## src/mre_pkg.sv

```systemverilog
`timescale 1ns / 1ps
// Shared types and constants for the R-type execute block.
// No dependencies; used by every module under src.
package mre_pkg;

    localparam int XLEN        = 32;
    localparam int REG_COUNT   = 32;
    localparam int REG_AW      = 5;
    localparam int SHAMT_W     = 5;
    localparam int FUNCT_W     = 6;

    // Decoupling queue between decode and execute
    localparam int QUEUE_DEPTH = 2;
    localparam int QUEUE_AW    = (QUEUE_DEPTH > 1) ? $clog2(QUEUE_DEPTH) : 1;
    localparam int QUEUE_CW    = $clog2(QUEUE_DEPTH + 1);

    // Function field codes
    localparam logic [FUNCT_W-1:0] FN_SLL  = 6'h00;
    localparam logic [FUNCT_W-1:0] FN_SRL  = 6'h02;
    localparam logic [FUNCT_W-1:0] FN_JR   = 6'h08;
    localparam logic [FUNCT_W-1:0] FN_ADD  = 6'h20;
    localparam logic [FUNCT_W-1:0] FN_ADDU = 6'h21;
    localparam logic [FUNCT_W-1:0] FN_SUB  = 6'h22;
    localparam logic [FUNCT_W-1:0] FN_SUBU = 6'h23;
    localparam logic [FUNCT_W-1:0] FN_AND  = 6'h24;
    localparam logic [FUNCT_W-1:0] FN_OR   = 6'h25;
    localparam logic [FUNCT_W-1:0] FN_NOR  = 6'h27;
    localparam logic [FUNCT_W-1:0] FN_SLT  = 6'h2a;
    localparam logic [FUNCT_W-1:0] FN_SLTU = 6'h2b;

    // Internal operation classes
    typedef logic [3:0] t_op;
    localparam t_op OP_ADD  = 4'd0;
    localparam t_op OP_SUB  = 4'd1;
    localparam t_op OP_AND  = 4'd2;
    localparam t_op OP_OR   = 4'd3;
    localparam t_op OP_NOR  = 4'd4;
    localparam t_op OP_SLT  = 4'd5;
    localparam t_op OP_SLTU = 4'd6;
    localparam t_op OP_SLL  = 4'd7;
    localparam t_op OP_SRL  = 4'd8;
    localparam t_op OP_JR   = 4'd9;
    localparam t_op OP_BAD  = 4'd10;

    typedef struct packed {
        logic [REG_AW-1:0]  rs;
        logic [REG_AW-1:0]  rt;
        logic [REG_AW-1:0]  rd;
        logic [SHAMT_W-1:0] shamt;
        t_op                op;
    } t_dec;

endpackage

```

## src/mips_r_type_execute.sv

```systemverilog
`timescale 1ns / 1ps
// R-type execute block top: decode front, two-beat queue, execute back.
// An accepted beat is held in the queue, then the read stage, then the output register.
// Throughput: one instruction per cycle while i_stall is low, set by the ALU and
// register file write-back with a same-edge bypass on the operand reads.
// Reset (synchronous, active low) empties the queue and pipeline, zeroes the PC
// and marks all registers unwritten so they read as zero.
module mips_r_type_execute (
    input  logic        i_clk,
    input  logic        i_rst_n,
    input  logic        i_valid,
    output logic        o_stall,
    input  logic [31:0] i_instr_word,
    output logic        o_valid,
    input  logic        i_stall,
    output logic        o_write_enable,
    output logic [4:0]  o_write_index,
    output logic [31:0] o_write_value,
    output logic [31:0] o_next_pc,
    output logic        o_took_jump,
    output logic        o_illegal_funct
);

    logic          push, q_full, q_valid, pop;
    mre_pkg::t_dec f_dec, q_dec;

    mre_front u_front (
        .i_valid      (i_valid),
        .i_instr_word (i_instr_word),
        .o_stall      (o_stall),
        .i_q_full     (q_full),
        .o_push       (push),
        .o_dec        (f_dec)
    );

    mre_queue u_queue (
        .i_clk   (i_clk),
        .i_rst_n (i_rst_n),
        .i_push  (push),
        .i_dec   (f_dec),
        .o_full  (q_full),
        .i_pop   (pop),
        .o_valid (q_valid),
        .o_dec   (q_dec)
    );

    mre_back u_back (
        .i_clk           (i_clk),
        .i_rst_n         (i_rst_n),
        .i_q_valid       (q_valid),
        .i_q_dec         (q_dec),
        .o_pop           (pop),
        .o_valid         (o_valid),
        .i_stall         (i_stall),
        .o_write_enable  (o_write_enable),
        .o_write_index   (o_write_index),
        .o_write_value   (o_write_value),
        .o_next_pc       (o_next_pc),
        .o_took_jump     (o_took_jump),
        .o_illegal_funct (o_illegal_funct)
    );

    a_no_push_when_full: assert property (@(posedge i_clk) disable iff (!i_rst_n)
        !(push && q_full))
        else $error("push into full queue");

    a_jump_bad_exclusive: assert property (@(posedge i_clk) disable iff (!i_rst_n)
        o_valid |-> !(o_took_jump && o_illegal_funct))
        else $error("jump and illegal both set");

    a_no_write_r0: assert property (@(posedge i_clk) disable iff (!i_rst_n)
        (o_valid && o_write_enable) |-> (o_write_index != 5'd0))
        else $error("write to register zero");

    a_idle_result_clear: assert property (@(posedge i_clk) disable iff (!i_rst_n)
        (o_valid && (o_illegal_funct || o_took_jump)) |->
            (!o_write_enable && o_write_index == 5'd0 && o_write_value == 32'd0))
        else $error("non-ALU beat reports a write");

endmodule

```

## src/mre_front.sv

```systemverilog
`timescale 1ns / 1ps
// Decode front end: splits the instruction word and classifies funct.
// Depends on mre_pkg; feeds mre_queue.
module mre_front (
    input  logic                    i_valid,
    input  logic [31:0]             i_instr_word,
    output logic                    o_stall,
    input  logic                    i_q_full,
    output logic                    o_push,
    output mre_pkg::t_dec           o_dec
);

    logic [mre_pkg::FUNCT_W-1:0] funct;

    assign funct   = i_instr_word[5:0];
    assign o_stall = i_q_full;
    assign o_push  = i_valid & ~i_q_full;

    always_comb begin
        o_dec.rs    = i_instr_word[25:21];
        o_dec.rt    = i_instr_word[20:16];
        o_dec.rd    = i_instr_word[15:11];
        o_dec.shamt = i_instr_word[10:6];
        case (funct) inside
            mre_pkg::FN_ADD, mre_pkg::FN_ADDU: o_dec.op = mre_pkg::OP_ADD;
            mre_pkg::FN_SUB, mre_pkg::FN_SUBU: o_dec.op = mre_pkg::OP_SUB;
            mre_pkg::FN_AND:  o_dec.op = mre_pkg::OP_AND;
            mre_pkg::FN_OR:   o_dec.op = mre_pkg::OP_OR;
            mre_pkg::FN_NOR:  o_dec.op = mre_pkg::OP_NOR;
            mre_pkg::FN_SLT:  o_dec.op = mre_pkg::OP_SLT;
            mre_pkg::FN_SLTU: o_dec.op = mre_pkg::OP_SLTU;
            mre_pkg::FN_SLL:  o_dec.op = mre_pkg::OP_SLL;
            mre_pkg::FN_SRL:  o_dec.op = mre_pkg::OP_SRL;
            mre_pkg::FN_JR:   o_dec.op = mre_pkg::OP_JR;
            default:          o_dec.op = mre_pkg::OP_BAD;
        endcase
    end

endmodule

```

## src/mre_queue.sv

```systemverilog
`timescale 1ns / 1ps
// Short FIFO of decoded beats between the front end and the execute side.
// Depends on mre_pkg.
module mre_queue (
    input  logic            i_clk,
    input  logic            i_rst_n,
    input  logic            i_push,
    input  mre_pkg::t_dec   i_dec,
    output logic            o_full,
    input  logic            i_pop,
    output logic            o_valid,
    output mre_pkg::t_dec   o_dec
);

    mre_pkg::t_dec                   r_mem [mre_pkg::QUEUE_DEPTH];
    logic [mre_pkg::QUEUE_AW-1:0]    r_wr_ptr, n_wr_ptr;
    logic [mre_pkg::QUEUE_AW-1:0]    r_rd_ptr, n_rd_ptr;
    logic [mre_pkg::QUEUE_CW-1:0]    r_count, n_count;
    logic                            do_push, do_pop;

    localparam logic [mre_pkg::QUEUE_AW-1:0] LAST_PTR =
        mre_pkg::QUEUE_AW'(mre_pkg::QUEUE_DEPTH - 1);
    localparam logic [mre_pkg::QUEUE_CW-1:0] FULL_COUNT =
        mre_pkg::QUEUE_CW'(mre_pkg::QUEUE_DEPTH);

    assign o_full  = (r_count == FULL_COUNT);
    assign o_valid = (r_count != '0);
    assign o_dec   = r_mem[r_rd_ptr];
    assign do_push = i_push & ~o_full;
    assign do_pop  = i_pop & o_valid;

    always_comb begin
        n_wr_ptr = r_wr_ptr;
        n_rd_ptr = r_rd_ptr;
        n_count  = r_count;
        if (do_push) begin
            n_wr_ptr = (r_wr_ptr == LAST_PTR) ? '0 : r_wr_ptr + 1'b1;
        end
        if (do_pop) begin
            n_rd_ptr = (r_rd_ptr == LAST_PTR) ? '0 : r_rd_ptr + 1'b1;
        end
        if (do_push && !do_pop) begin
            n_count = r_count + 1'b1;
        end else if (do_pop && !do_push) begin
            n_count = r_count - 1'b1;
        end
    end

    always_ff @(posedge i_clk) begin
        if (!i_rst_n) begin
            r_wr_ptr <= '0;
            r_rd_ptr <= '0;
            r_count  <= '0;
        end else begin
            r_wr_ptr <= n_wr_ptr;
            r_rd_ptr <= n_rd_ptr;
            r_count  <= n_count;
        end
    end

    always_ff @(posedge i_clk) begin
        if (do_push) begin
            r_mem[r_wr_ptr] <= i_dec;
        end
    end

endmodule

```

## src/mre_back.sv

```systemverilog
`timescale 1ns / 1ps
// Execute side: register file read, ALU, write-back, PC and output register.
// Depends on mre_pkg; pops decoded beats from mre_queue.
module mre_back (
    input  logic                i_clk,
    input  logic                i_rst_n,
    input  logic                i_q_valid,
    input  mre_pkg::t_dec       i_q_dec,
    output logic                o_pop,
    output logic                o_valid,
    input  logic                i_stall,
    output logic                o_write_enable,
    output logic [4:0]          o_write_index,
    output logic [31:0]         o_write_value,
    output logic [31:0]         o_next_pc,
    output logic                o_took_jump,
    output logic                o_illegal_funct
);

    localparam int XL = mre_pkg::XLEN;
    localparam int AW = mre_pkg::REG_AW;

    logic [XL-1:0]          r_rf [mre_pkg::REG_COUNT];
    logic [mre_pkg::REG_COUNT-1:0] r_rf_vld;

    // read stage
    logic                   r_rv;
    mre_pkg::t_dec          r_dec;
    logic [XL-1:0]          r_a_mem, r_b_mem;
    logic                   r_a_vld, r_b_vld;
    logic                   r_a_byp, r_b_byp;
    logic [XL-1:0]          r_byp_val;
    logic [XL-1:0]          r_pc;

    // output register
    logic                   r_out_vld;
    logic                   r_we_o, r_jump_o, r_bad_o;
    logic [AW-1:0]          r_idx_o;
    logic [XL-1:0]          r_val_o, r_pc_o;

    logic                   advance, pop;
    logic [XL-1:0]          a, b, val, pc_next;
    logic                   is_alu, is_jump, is_bad, wr;

    assign advance = r_rv & (~r_out_vld | ~i_stall);
    assign pop     = i_q_valid & (~r_rv | advance);
    assign o_pop   = pop;

    // Operand select: same-edge write bypass, then never-written entries read zero
    assign a = r_a_byp ? r_byp_val : (r_a_vld ? r_a_mem : '0);
    assign b = r_b_byp ? r_byp_val : (r_b_vld ? r_b_mem : '0);

    assign is_jump = (r_dec.op == mre_pkg::OP_JR);
    assign is_bad  = (r_dec.op == mre_pkg::OP_BAD);
    assign is_alu  = ~is_jump & ~is_bad;
    assign wr      = advance & is_alu & (r_dec.rd != '0);
    assign pc_next = is_jump ? a : r_pc + 1'b1;

    always_comb begin
        case (r_dec.op)
            mre_pkg::OP_ADD:  val = a + b;
            mre_pkg::OP_SUB:  val = a - b;
            mre_pkg::OP_AND:  val = a & b;
            mre_pkg::OP_OR:   val = a | b;
            mre_pkg::OP_NOR:  val = ~(a | b);
            mre_pkg::OP_SLT:  val = XL'($signed(a) < $signed(b));
            mre_pkg::OP_SLTU: val = XL'(a < b);
            mre_pkg::OP_SLL:  val = b << r_dec.shamt;
            mre_pkg::OP_SRL:  val = b >> r_dec.shamt;
            default:          val = '0;
        endcase
    end

    // Register file storage and registered reads
    always_ff @(posedge i_clk) begin
        if (wr) begin
            r_rf[r_dec.rd] <= val;
        end
        if (pop) begin
            r_a_mem <= r_rf[i_q_dec.rs];
            r_b_mem <= r_rf[i_q_dec.rt];
        end
    end

    always_ff @(posedge i_clk) begin
        if (!i_rst_n) begin
            r_rf_vld  <= '0;
            r_rv      <= 1'b0;
            r_pc      <= '0;
            r_out_vld <= 1'b0;
            r_a_vld   <= 1'b0;
            r_b_vld   <= 1'b0;
            r_a_byp   <= 1'b0;
            r_b_byp   <= 1'b0;
        end else begin
            if (wr) begin
                r_rf_vld[r_dec.rd] <= 1'b1;
            end
            if (pop) begin
                r_a_vld <= r_rf_vld[i_q_dec.rs];
                r_b_vld <= r_rf_vld[i_q_dec.rt];
                r_a_byp <= wr & (r_dec.rd == i_q_dec.rs);
                r_b_byp <= wr & (r_dec.rd == i_q_dec.rt);
            end
            if (pop) begin
                r_rv <= 1'b1;
            end else if (advance) begin
                r_rv <= 1'b0;
            end
            if (advance) begin
                r_pc      <= pc_next;
                r_out_vld <= 1'b1;
            end else if (!i_stall) begin
                r_out_vld <= 1'b0;
            end
        end
    end

    always_ff @(posedge i_clk) begin
        if (pop) begin
            r_dec     <= i_q_dec;
            r_byp_val <= val;
        end
        if (advance) begin
            r_we_o   <= wr;
            r_idx_o  <= is_alu ? r_dec.rd : '0;
            r_val_o  <= is_alu ? val : '0;
            r_pc_o   <= pc_next;
            r_jump_o <= is_jump;
            r_bad_o  <= is_bad;
        end
    end

    assign o_valid         = r_out_vld;
    assign o_write_enable  = r_we_o;
    assign o_write_index   = r_idx_o;
    assign o_write_value   = r_val_o;
    assign o_next_pc       = r_pc_o;
    assign o_took_jump     = r_jump_o;
    assign o_illegal_funct = r_bad_o;

endmodule
```

## config.mk

```make
export PLATFORM = sky130hd
export DESIGN_NAME = mips_r_type_execute
export DESIGN_NICKNAME = d
export VERILOG_FILES = /design/src/mre_pkg.sv /design/src/mips_r_type_execute.sv /design/src/mre_front.sv /design/src/mre_queue.sv /design/src/mre_back.sv
export SDC_FILE = /design/constraint.sdc
export NUM_CORES = 2
export LEC_CHECK = 0
export ABC_AREA = 1
export BUFFER_PORTS_ARGS = -buffer_cell sky130_fd_sc_hd__buf_4
export CORE_UTILIZATION = 45
export CTS_BUF_LIST = sky130_fd_sc_hd__clkbuf_4
export CTS_CLUSTER_DIAMETER = 80
export CTS_CLUSTER_SIZE = 24
export DETAILED_ROUTE_END_ITERATION = 8
export GPL_ROUTABILITY_DRIVEN = 1
export PLACE_DENSITY = 0.61
export SLEW_MARGIN = 5
export SYNTH_ARGS = -nofsm -noshare
export SYNTH_HDL_FRONTEND = slang
export SYNTH_SLANG_ARGS = --single-unit
```

## constraint.sdc

```tcl
create_clock -name i_clk -period 8.5 [get_ports i_clk]
set_input_delay 2.125 -clock i_clk [delete_from_list [all_inputs] [get_ports i_clk]]
set_output_delay 2.125 -clock i_clk [all_outputs]
set_load 0.03 [all_outputs]
```

=== Yosys cells after proc, flatten, opt, wreduce, memory -nomap -nowiden ===
Memories as Yosys holds them, arrays and structs flattened. A register that Yosys moved wholly into a read port is not among the register bits.
Cells that the tools add are included.

* Add/sub/neg operators: 7
* Order comparisons: 6
* Equal/unequal tests: 25
* Shift-type cells: 2
* Mux-type cells: 36
* Bitwise operators: 22
* Reduce and logical (&&, ||, !) cells: 13

{| class="wikitable"
|+ Operators with widths
! operator !! number
|-
| 32-bit one-hot mux with 9 select lines || 1
|-
| 32-bit 2-to-1 mux || 5
|-
| 32-bit less-than comparator || 2
|-
| 32-bit bitwise OR || 2
|-
| 6-bit == test (second input constant) || 9
|-
| 4-bit 2-to-1 mux || 9
|-
| 32-bit by 1-bit adder with 32-bit output (second input constant) || 1
|-
| 32-bit adder || 1
|-
| 32-bit bitwise AND || 1
|-
| 32-bit inverter || 1
|-
| 32-bit by 5-bit left shift with 32-bit output || 1
|-
| 32-bit by 5-bit >> shifter with 32-bit output || 1
|-
| 32-bit subtractor || 1
|-
| 5-bit by 6-bit less-than comparator with 1-bit output (second input constant) || 3
|-
| 4-bit by 3-bit == test with 1-bit output (second input constant) || 4
|-
| 1-bit 2-to-1 mux || 15
|-
| 4-bit == test (second input constant) || 3
|-
| 1-bit bitwise AND || 10
|-
| 1-bit binary-select mux with 5-bit select || 2
|-
| 5-bit == test || 2
|-
| 4-bit by 2-bit == test with 1-bit output (second input constant) || 2
|-
| 6-bit by 2-bit == test with 1-bit output (second input constant) || 1
|-
| 6-bit by 4-bit == test with 1-bit output (second input constant) || 1
|-
| 6-bit zero test || 1
|-
| 17 further kinds || 32
|}

* Register bits: 192
* RAM bits: 1072
* Input bits: 36
* Output and inout bits: 74
* Word-level logic and storage cells: 134
* Memories: 2

{| class="wikitable"
|+ Memories
! memory !! words !! bits a word !! read ports !! clocked after memory_dff !! wr ports !! line !! source
|-
| u_back.r_rf || 32 || 32 || 2 || 2 || 1 || mre_back.sv:23 || <nowiki>logic [XL-1:0] r_rf [mre_pkg::REG_COUNT];</nowiki>
|-
| u_queue.r_mem || 2 || 24 || 1 || 1 || 1 || mre_queue.sv:15 || <nowiki>mre_pkg::t_dec r_mem [mre_pkg::QUEUE_DEPTH];</nowiki>
|}

=== Depth between registers and ports, before layout ===
* Word-level depth: 11
* Depth in mapped cells: 23

=== By module ===
A second synthesis with hierarchy kept.

* Cell total of the unflattened synthesis: 7841
* Area, all modules: 71406.0 µm²

{| class="wikitable"
|+ Modules (own cells, without submodules)
! module !! times used !! cells an instance !! area an instance (µm²)
|-
| mre_back || 1 || 7670 || 68978.7
|-
| mre_queue || 1 || 112 || 2083.2
|-
| mre_front || 1 || 59 || 344.1
|}

=== Worst setup path after synthesis ===
No wires, ideal clock.

* Kind: input port to flip-flop
* Start: input i_stall
* End: register with a tool-made name
* Setup time: 200 ps
* Data arrival time: 5790 ps
* Setup slack: 2510 ps
* Cell stages on the path: 7
* Path through: nand2_1 -> inv_1 -> nand2_1 -> o21ai_1 -> clkinv_1 -> o21ai_0 -> a21oi_1

{| class="wikitable"
|+ RTL lines
! element !! line !! source
|-
| start: declaration || mips_r_type_execute.sv:15 || <nowiki>input logic i_stall,</nowiki>
|}

=== Final worst setup path ===
* Start: register u_back.r_a_byp
* End: memory u_back.r_rf[1][0] (netlist name) (data pin)

* Word-level cells in the longest chain between the ends: 4
* Elaborated cells between the ends (all ways): 9

{| class="wikitable"
|+ Ends and longest elaborated chain
! element !! line !! source
|-
| start: declaration || mre_back.sv:31 || <nowiki>logic r_a_byp, r_b_byp;</nowiki>
|-
| start signal: assignment || mre_back.sv:102 || <nowiki>r_a_byp <= wr & (r_dec.rd == i_q_dec.rs);</nowiki>
|-
| 32-bit 2-to-1 mux * || mre_back.sv:50 || <nowiki>assign a = r_a_byp ? r_byp_val : (r_a_vld ? r_a_mem : '0);</nowiki>
|-
| branches (longest 2 deep; another with 32-bit subtractor) || n/a ||
|-
| 32-bit one-hot mux with 9 select lines * || mre_back.sv:60 || <nowiki>case (r_dec.op)</nowiki>
|-
| named net u_back.val[0] || mre_back.sv:42 || <nowiki>logic [XL-1:0] a, b, val, pc_next;</nowiki>
|-
| end: declaration || mre_back.sv:23 ||
|}

Mark *: on every way through the listed nets, which the timed path passes.

==> impl_metrics.toml <==
[hold_path]
min_from = "u_back.r_rf_vld[0]"
holdCritPathClass = "flip-flop to flip-flop"

[routing]
wl_met2_mm = 118.1
vias = 61380
detail_route.wl_per_cell_um = 25.30
wl_met3_mm = 20.17
drt_iter0_markers = 7361
drt-vias-per-instance = 6.024
wl_mm = 257.8
met1Wirelength_mm = 107.2
routed.top_layer = "met5"
drc = 0
postRouteAntennaNets = 0
dr.pass1.iters = 8

[finish]
nNetsFinal = 8104
design_area_um2 = 76540
drive_gt1_frac = 0.05605
area_delta_synth_final_pct = 5.567
fillers = 15020
final_cells = 10190

[timing]
fin_skew_ns = 0.1077
min_period_ns = 5.704
setup_viol = 0
rsz0062_at_grt = "false"
worst_slew_pin_slew_ns = 1.261
hold_viol = 0
max_freq_mhz = 175.3
fin_crit_sh = 0.6711
slew_headroom = 0.1592
slew_viol_final = 0
fin_tns_setup_ns = 0

[synth]
syn_area_um2 = 72500
async_flop_share = 0
ys.flop_type = "edfxtp_1"
seq_area_frac_synth = 0.5401
ys_ff_latch = 1329
postSynthAreaPerCell_um2 = 8.850
synth_cells = 8193
synth_common_cells = "nand2_1 (1,410), nand3_1 (1,343), edfxtp_1 (1,254)"
yosys-top-cells-area = "edfxtp_1 (52%), nand3_1 (9.3%), nand2_1 (7.3%)"
synth_edf_count = 1254
ys_warn_count = 0
yosysUniqueCellTypes = 48
synthMostInstantiatedCell = "nand2_1"
synth_top_cell_by_area = "edfxtp_1"
synth_top_area_frac = 0.5194

[power_and_ir_drop]
vdd_ir_drop_max_v = 0.0002721
internal_power_mw = 15.07
comb_power_share = 0.588
netSwitchingFraction = 0.5282
power_leakage_nw = 29.30
p_per_area_nw_per_um2 = 417.1
p_clk_frac = 0.097
power.switching_mw = 16.86
pwr-share-seq = 0.315

[clock_tree]
hold_buffers = 0
cts.htree.levels = 3
clock_latency_ns = 1.19
root_buffer = "clkbuf_4"
post_cts_resized = 0
path_clk_slew_ns = 0.24
post_cts_buffers = 0
clock-sinks = 1329
cts_buffers = 82
max-clock-path-buffers = 3
tritoncts = "built"

[worst_setup_path]
start_kind = "flip-flop"
path_max_fanout = 34
crit_type = "flip-flop to flip-flop"
critPathLaunch = "u_back.r_a_byp"
worstPathCellList = "buf_4, inv_1, nand2_1, inv_1, buf_4, a22oi_1, inv_1, ha_1, inv_1, a21oi_1, o21ai_0, a21oi_1, nor2_1, nor2_1, nand3_1, nand3_1, nand3_2"
end_kind = "flip-flop"
worstReg2RegStart = "u_back.r_a_byp"
worstPathRequired_ns = 9.07
slowest_stage = "nand3_2"
arrival_ns = 6.28
critPathMaxStageDelay_ns = 0.68
cp_common_cell = "inv_1"

[placed_design]
gp_congestion = 1.007
portBuffers = 103
hpwlAfterDp_mm = 167.9
placed_area_um2 = 75110
dp_cells = 10030

[run]
drv_cap = 0

[outcome]
status = "finished clean"

[global_route]
grt_use_total = 0.3086
antenna_found_initial = 14
grt_overflow = 0
grt_pass1_vias = 56380
grt_max_degree = 247
grt_pass1_wl_mm = 372.6

[die]
coreArea_um2 = 159100
io-pin-count = 110
initial_core_util = 0.4557
row_count = 146
die-width_um = 403.4
die_y_um = 403.4
dieArea_um2 = 162700
==> registers in the layout (all words and copies together) (netlist names), 14 cells and up, named ones only <==
signal / flops
u_back.r_rf_vld: 32
u_back.r_pc: 32
u_back.r_b_mem: 32
u_back.r_byp_val: 32
u_back.r_dec: 14
u_back.r_a_mem: 32
u_back.o_write_value: 32
u_back.r_rf: 1024
u_queue.r_mem: 48
u_back.o_next_pc: 32
==> layer usage <==
| layer | vias to the layer above | GRT usage |
|---|---|---|
| met1 | 29660 | 0.4242 |
| met4 | 4 | 0.1382 |
| met3 | 470 | 0.03727 |
| met2 | 2827 | 0.4897 |
| met5 | - | 0 |
| li1 | 28430 | - |
==> cell families after synthesis <==
logic type,share of synthesized area
flops,0.5401
buf+inv,0.08088
compound gates,0.1621
simple gates,0.1958
xor+xnor,0.003624
fa+ha+maj,0.01746
other cells,0.00005172
==> final timing paths <==
check                            end  slack [ns]  depth (start not counted)
hold / removal    u_back.r_rf_vld[0]        0.46                          2
hold reg to reg   u_back.r_rf_vld[0]        0.46                          2
setup reg to reg   u_back.r_rf[1][0]        2.80                         17
setup / recovery   u_back.r_rf[1][0]        2.80                         17
==> per-stage QoR <==
step | hold slack, ns | total power, mW | setup WS, ns | utilization
after floorplan | 0.4138 | 21.76 | 2.510 | -
after global placement | 0.4330 | 28.37 | 2.772 | 0.4720
after detailed placement | 0.4354 | 28.58 | 2.696 | 0.4720
after CTS | 0.4604 | 31.65 | 3.049 | 0.4808
after global routing | 0.4992 | 33.71 | 2.597 | 0.4809
final | 0.4631 | 31.93 | 2.796 | 0.4811
==> layout make-up <==
type	instances	area (um2)	share of cell area
Sequential cell	1329	39160	0.5116
Multi-Input combinational cell	5425	27920	0.3648
Timing Repair Buffer	237	1967	0.02570
Antenna cell	14	35.03	0.0004577
Tap cell	2146	2685	0.03508
Inverter	893	3376	0.04410
Clock inverter	57	739.5	0.009661
Clock buffer	88	660.6	0.008631
==> critical path: cells and delay by family, from the launching register on <==
kind	cells	cell delay [ns]
and+or+nand+nor	6	1.48
DFF	1	0.36
buffers and inverters	6	1.22
adders and majority gates	1	0.48
AOI/OAI and AO/OA	4	1.46
==> cells in the final DEF, fill, tap and decap left out, types with 12 or more instances in the layout <==
cell      count
buf_12       15
nor3_1       39
nor2_1      344
inv_2        12
nand2_1    1407
inv_6        15
a22oi_1      32
o21a_1       32
a31oi_1      39
inv_1       869
o21ai_1      34
ha_1         98
buf_4       222
edfxtp_1   1254
conb_1       32
xor2_1       29
diode_2      14
a21oi_1     650
o211ai_1    538
nand4_1      70
clkbuf_4     88
dfxtp_1      75
nor2_4       24
nand3_1    1335
o21ai_0     629
a221oi_1     21
==> power groups by stage <==
stage	sequential (mW)	clock [mW]	combinational, mW
5_1_grt	10.1	3.38	20.2
2_1_floorplan	10.4	0	11.4
3_3_place_gp	10.2	0	18.2
4_1_cts	10.0	3.18	18.4
6_report	10.1	3.11	18.8
3_5_place_dp	10.2	0	18.4
(Power assumes the default switching activity.)
